$ cat config.mk
export PLATFORM = sky130hd
export DESIGN_NAME = cap_delay
export DESIGN_NICKNAME = d
export VERILOG_FILES = /design/src/hdl/cap_pkg.sv /design/src/hdl/cap_delay.sv
export SDC_FILE = /design/constraint.sdc
export NUM_CORES = 1
export LEC_CHECK = 0
export BUFFER_PORTS_ARGS = -buffer_cell sky130_fd_sc_hd__buf_2
export CAP_MARGIN = 0
export CELL_PAD_IN_SITES_DETAIL_PLACEMENT = 1
export CELL_PAD_IN_SITES_GLOBAL_PLACEMENT = 2
export CORE_MARGIN = 2
export CORE_UTILIZATION = 48
export CTS_CLUSTER_DIAMETER = 150
export DETAILED_ROUTE_END_ITERATION = 8
export MAX_ROUTING_LAYER = met4
export PLACE_DENSITY = 0.87
export SYNTH_ARGS = -nofsm -noshare
export SYNTH_HDL_FRONTEND = slang
export SYNTH_SLANG_ARGS = --single-unit
$ cat constraint.sdc
create_clock -name clock -period 1.4 [get_ports clock]
set_input_delay 0.07 -clock clock [delete_from_list [all_inputs] [get_ports clock]]
set_output_delay 0.07 -clock clock [all_outputs]
set_load 0.005 [all_outputs]
$ cat src/hdl/cap_pkg.sv
package cap_pkg;

   // Field and register widths
   localparam int COORD_BITS     = 32;
   localparam int FRAC_BITS      = 16;
   localparam int TS_BITS        = 16;
   localparam int CSR_BITS       = 31;
   localparam int CSR_INDEX_BITS = 2;

   // Distance path: magnitudes are cut down to this width before squaring
   localparam int QMAG_BITS  = 31;
   localparam int SHIFT_MAX  = (COORD_BITS > QMAG_BITS) ? COORD_BITS - QMAG_BITS : 0;
   localparam int SHIFT_BITS = $clog2(SHIFT_MAX + 2);
   localparam int ROOT_BITS  = QMAG_BITS + 1;
   localparam int RAD_BITS   = ROOT_BITS + SHIFT_MAX;
   localparam int QUO_BITS   = CSR_BITS;

   // Register reset values
   localparam logic [TS_BITS-1:0]  TIME_STEP_RESET     = TS_BITS'(1092);
   localparam logic [CSR_BITS-1:0] PULL_STRENGTH_RESET = CSR_BITS'(65536000);
   localparam logic [CSR_BITS-1:0] ACCEL_FLOOR_RESET   = CSR_BITS'(6554);
   localparam logic [CSR_BITS-1:0] ACCEL_CEILING_RESET = CSR_BITS'(65536000);

   typedef enum logic [CSR_INDEX_BITS-1:0] {
      CSR_TIME_STEP,
      CSR_PULL_STRENGTH,
      CSR_ACCEL_FLOOR,
      CSR_ACCEL_CEILING
   } csr_index_type;

   typedef struct packed {
      logic signed [COORD_BITS-1:0] pos_x;
      logic signed [COORD_BITS-1:0] pos_y;
      logic signed [COORD_BITS-1:0] vel_x;
      logic signed [COORD_BITS-1:0] vel_y;
   } req_type;

   typedef struct packed {
      logic signed [COORD_BITS-1:0] new_pos_x;
      logic signed [COORD_BITS-1:0] new_pos_y;
      logic signed [COORD_BITS-1:0] new_vel_x;
      logic signed [COORD_BITS-1:0] new_vel_y;
      logic                         saturated;
   } rsp_type;

   // Per-item data that rides alongside the sqrt and divide pipelines
   typedef struct packed {
      logic signed [COORD_BITS-1:0] pos_x;
      logic signed [COORD_BITS-1:0] pos_y;
      logic signed [COORD_BITS-1:0] vel_x;
      logic signed [COORD_BITS-1:0] vel_y;
      logic [COORD_BITS-1:0]        mag_x;
      logic [COORD_BITS-1:0]        mag_y;
      logic                         neg_x;
      logic                         neg_y;
      logic [SHIFT_BITS-1:0]        shift;
   } side_type;

endpackage

$ cat src/hdl/cap_delay.sv
module cap_delay #(
   parameter int WIDTH = cap_pkg::COORD_BITS,
   parameter int DEPTH = cap_pkg::ROOT_BITS
) (
   input  logic             clock,
   input  logic             reset,
   input  logic             in_valid,
   input  logic [WIDTH-1:0] in_data,
   output logic             out_valid,
   output logic [WIDTH-1:0] out_data
);

   logic [DEPTH-1:0] valid_ff;
   logic [WIDTH-1:0] data_ff [DEPTH];

   // Valid bits, cleared on reset
   always_ff @(posedge clock) begin
      if (reset) begin
         valid_ff <= '0;
      end else begin
         valid_ff[0] <= in_valid;
         for (int i = 1; i < DEPTH; i++) begin
            valid_ff[i] <= valid_ff[i-1];
         end
      end
   end

   // Payload taps
   always_ff @(posedge clock) begin
      data_ff[0] <= in_data;
      for (int i = 1; i < DEPTH; i++) begin
         data_ff[i] <= data_ff[i-1];
      end
   end

   assign out_valid = valid_ff[DEPTH-1];
   assign out_data  = data_ff[DEPTH-1];

endmodule

==> impl_metrics.json <==
{
  "total_number_of_vias": 7395,
  "drt_drc_violations_left": 0,
  "status": "finished, final reports clean",
  "synth.cell_area_mm2": 0.0216,
  "number_of_max_cap_violations": 0,
  "crit_path_cell_chain": "dlygate4sd3_1 > buf_2 > nor2b_1 > dlygate4sd3_1",
  "dr.pass1.iters": 4,
  "timing.setup.tns_ns": 0,
  "hpwl_um": 9180,
  "worstSetupStartpoint": "reset",
  "hold_viol": 0,
  "starting_utilization_of_the_core_area_pct": 48.7,
  "synth.ff_latch_count": 1056,
  "gp_congestion": 0.592,
  "fillCellCount": 3842,
  "synth_top_cell_area_share_pct": 97.9,
  "design.core.area_mm2": 0.0443,
  "cp_slowest_cell": "dlygate4sd3_1",
  "post_synthesis_instance_total": 1123,
  "max-clock-path-buffers": 3,
  "grt_first_pass_wirelength_um": 34100,
  "worst_endpoint_data_arrival_time_ns": 1.78,
  "wl_um": 20000,
  "synth_fp_nets": 1158,
  "worst_setup_path_start_kind": "input port",
  "worstRegToRegCells": 1,
  "tritoncts_num_sinks": 1056,
  "synth_largest_area_cell": "dfxtp_1",
  "cts-htree-levels": 3,
  "layout.cells.non_filler": 1947,
  "cts_hold_buf": 35,
  "cts_setup_buffers": 0,
  "cts.clk_slew.worst_paths_ns": 0.06,
  "post-place-cells": 1747,
  "ys_warn_count": 0,
  "placement_rows": 77,
  "synth.area.top_cells": "dfxtp_1 (98%), buf_4 (1.2%), nor2b_1 (0.93%)",
  "portBuffers": 67,
  "worst_path_largest_cell_delay_ns": 0.59,
  "peakVddDrop_mv": 1.34,
  "vias_per_cell": 3.80,
  "final_period_utilization_pct": 93.3,
  "p_per_area_mw_per_mm2": 2190,
  "wire_per_inst_um": 10.3,
  "worst-setup-path-type": "in2reg",
  "cts_buffers": 93,
  "max_freq_mhz": 766,
  "min-delay-start": "in_data[19]",
  "critPathMostFrequentCell": "dlygate4sd3_1",
  "dieArea_mm2": 0.0467,
  "critical_path.reg2reg.startpoint": "valid_ff[26]$_SDFF_PP0_",
  "total_global_route_track_usage_pct": 9.33,
  "cts.repair.resized": 0,
  "multiInputGateArea_um2": 200,
  "root_buffer": "clkbuf_16",
  "mostFrequentLayoutCells": "dfxtp_1 (1056), clkbuf_16 (96), buf_2 (67), dlygate4sd3_1 (35), nor2b_1 (32)",
  "tritoncts": "done",
  "final_layout_size_suffix_gt1_share_pct": 15.6,
  "finClkSkew_ns": 0.0154,
  "number_of_max_slew_violations_in_the_final_report": 0,
  "grt_remaining_overflow": 0,
  "ff_latch_area_mm2": 0.0211,
  "first_iter_violations": 282,
  "worst_skew_pair.late_latency_ns": 0.60,
  "n_antenna_cell": 0,
  "holdWs_ns": 0.103,
  "grt_pass1_vias": 7602,
  "p_leak_nw": 10.9,
  "syn_avg_cell_area_um2": 19.2,
  "synth.lib_cells_used.distinct": 3,
  "max-slew-margin-rel_pct": 64.4,
  "timing.final.crit_period_ns": 1.31,
  "grt_setup_unrepaired": "no",
  "syn2layout_area_growth_pct": 19.6,
  "finish.utilization_pct": 58.3,
  "maximum_net_fanout_on_the_critical_path": 32,
  "crit_path_required_time_ns": 1.87,
  "ios": 68,
  "proportion_of_synthesized_chip_area_in_sequential_cells_pct": 97.9,
  "timing.critical_path.to_type": "register",
  "dieHeight_um": 216,
  "hold_depth": 2,
  "worstMarginPinSlew_ns": 0.534,
  "hold_path_end": "data_ff[0][19]$_DFF_P_",
  "die_w_um": 216,
  "worst_r2r_endpoint": "valid_ff[27]$_SDFF_PP0_",
  "antenna_found_initial": 0,
  "r2r_slack_ns": 0.82,
  "most_common_cell_after_layout_fill_and_taps_aside": "dfxtp_1",
  "antenna_left": 0,
  "setup_viol_count_final": 0,
  "maximum_number_of_pins_on_one_net_before_global_route_repair": 33,
  "nNetsFinal": 1320,
  "timing.hold.worst.class": "in2reg"
}
-- through the flow --
| step | power [mW] | instance area (um^2) | setup slack (ns) |
|---|---|---|---|
| after detailed placement | 32.8 | 22400 | 0.624 |
| after global routing | 59.1 | 25800 | 0.0434 |
| after floorplan | 32.6 | 21600 | 0.910 |
| final | 56.6 | 25800 | 0.0939 |
| after CTS | 57.6 | 25800 | 0.248 |
| after global placement | 32.6 | 22400 | 0.752 |
-- worst max-delay path: cells and delay by family --
| kind | cells | cell delay (ns) |
|---|---|---|
| buffers and inverters | 3 | 1.59 |
| AND/OR/NAND/NOR | 1 | 0.12 |
-- metal layers --
layer	part of all wire, %	vias up	GRT usage, %	wire length [um]
met3	6.1	76	3.07	1210
met5	0	-	-	0
met4	4.3	0	6.26	856
met1	39	3417	9.26	7890
met2	50	147	15.6	10000
li1	-	3755	-	-
-- worst max-delay path by stage --
stage,slack [ns],depth (start not counted),end
final,0.09,4,valid_ff[0]$_SDFF_PP0_
after global routing,0.04,4,valid_ff[0]$_SDFF_PP0_
after CTS,0.25,4,valid_ff[0]$_SDFF_PP0_
after detailed placement,0.62,2,valid_ff[19]$_SDFF_PP0_
after global placement,0.75,2,valid_ff[26]$_SDFF_PP0_
after floorplan,0.91,1,valid_ff[10]$_SDFF_PP0_
-- cell families (layout without fill, tap and decap cells) --
family | count (synthesis) | in the layout | share of synthesized area, %
flops | 1056 | 1056 | 97.9
buf+inv | 35 | 267 | 1.22
simple gates | 32 | 32 | 0.927
-- report_power, final --
part | total, mW | switching (mW) | internal [mW] | leakage (nW)
Clock | 24.5 | 9.89 | 14.6 | 1.52
Combinational | 0.189 | 0.0598 | 0.129 | 0.485
Sequential | 32.0 | 0.327 | 31.6 | 8.90
-- synthesized netlist by cell type --
library cell  count
nor2b_1          32
buf_4            35
dfxtp_1        1056
-- layout make-up --
type,instances,area share [%]
multi-input combinational,32,0.775
sequential,1056,81.9
timing repair buffer,102,2.65
clock buffer,141,10.9
tap,592,2.87
clock inverter,24,0.964
-- sequential cells by signal, indices dropped and copies added (netlist names) --
| signal | count |
|---|---|
| data_ff | 1024 |
| valid_ff | 32 |
No activity file was read; power rests on OpenSTA's default activity.
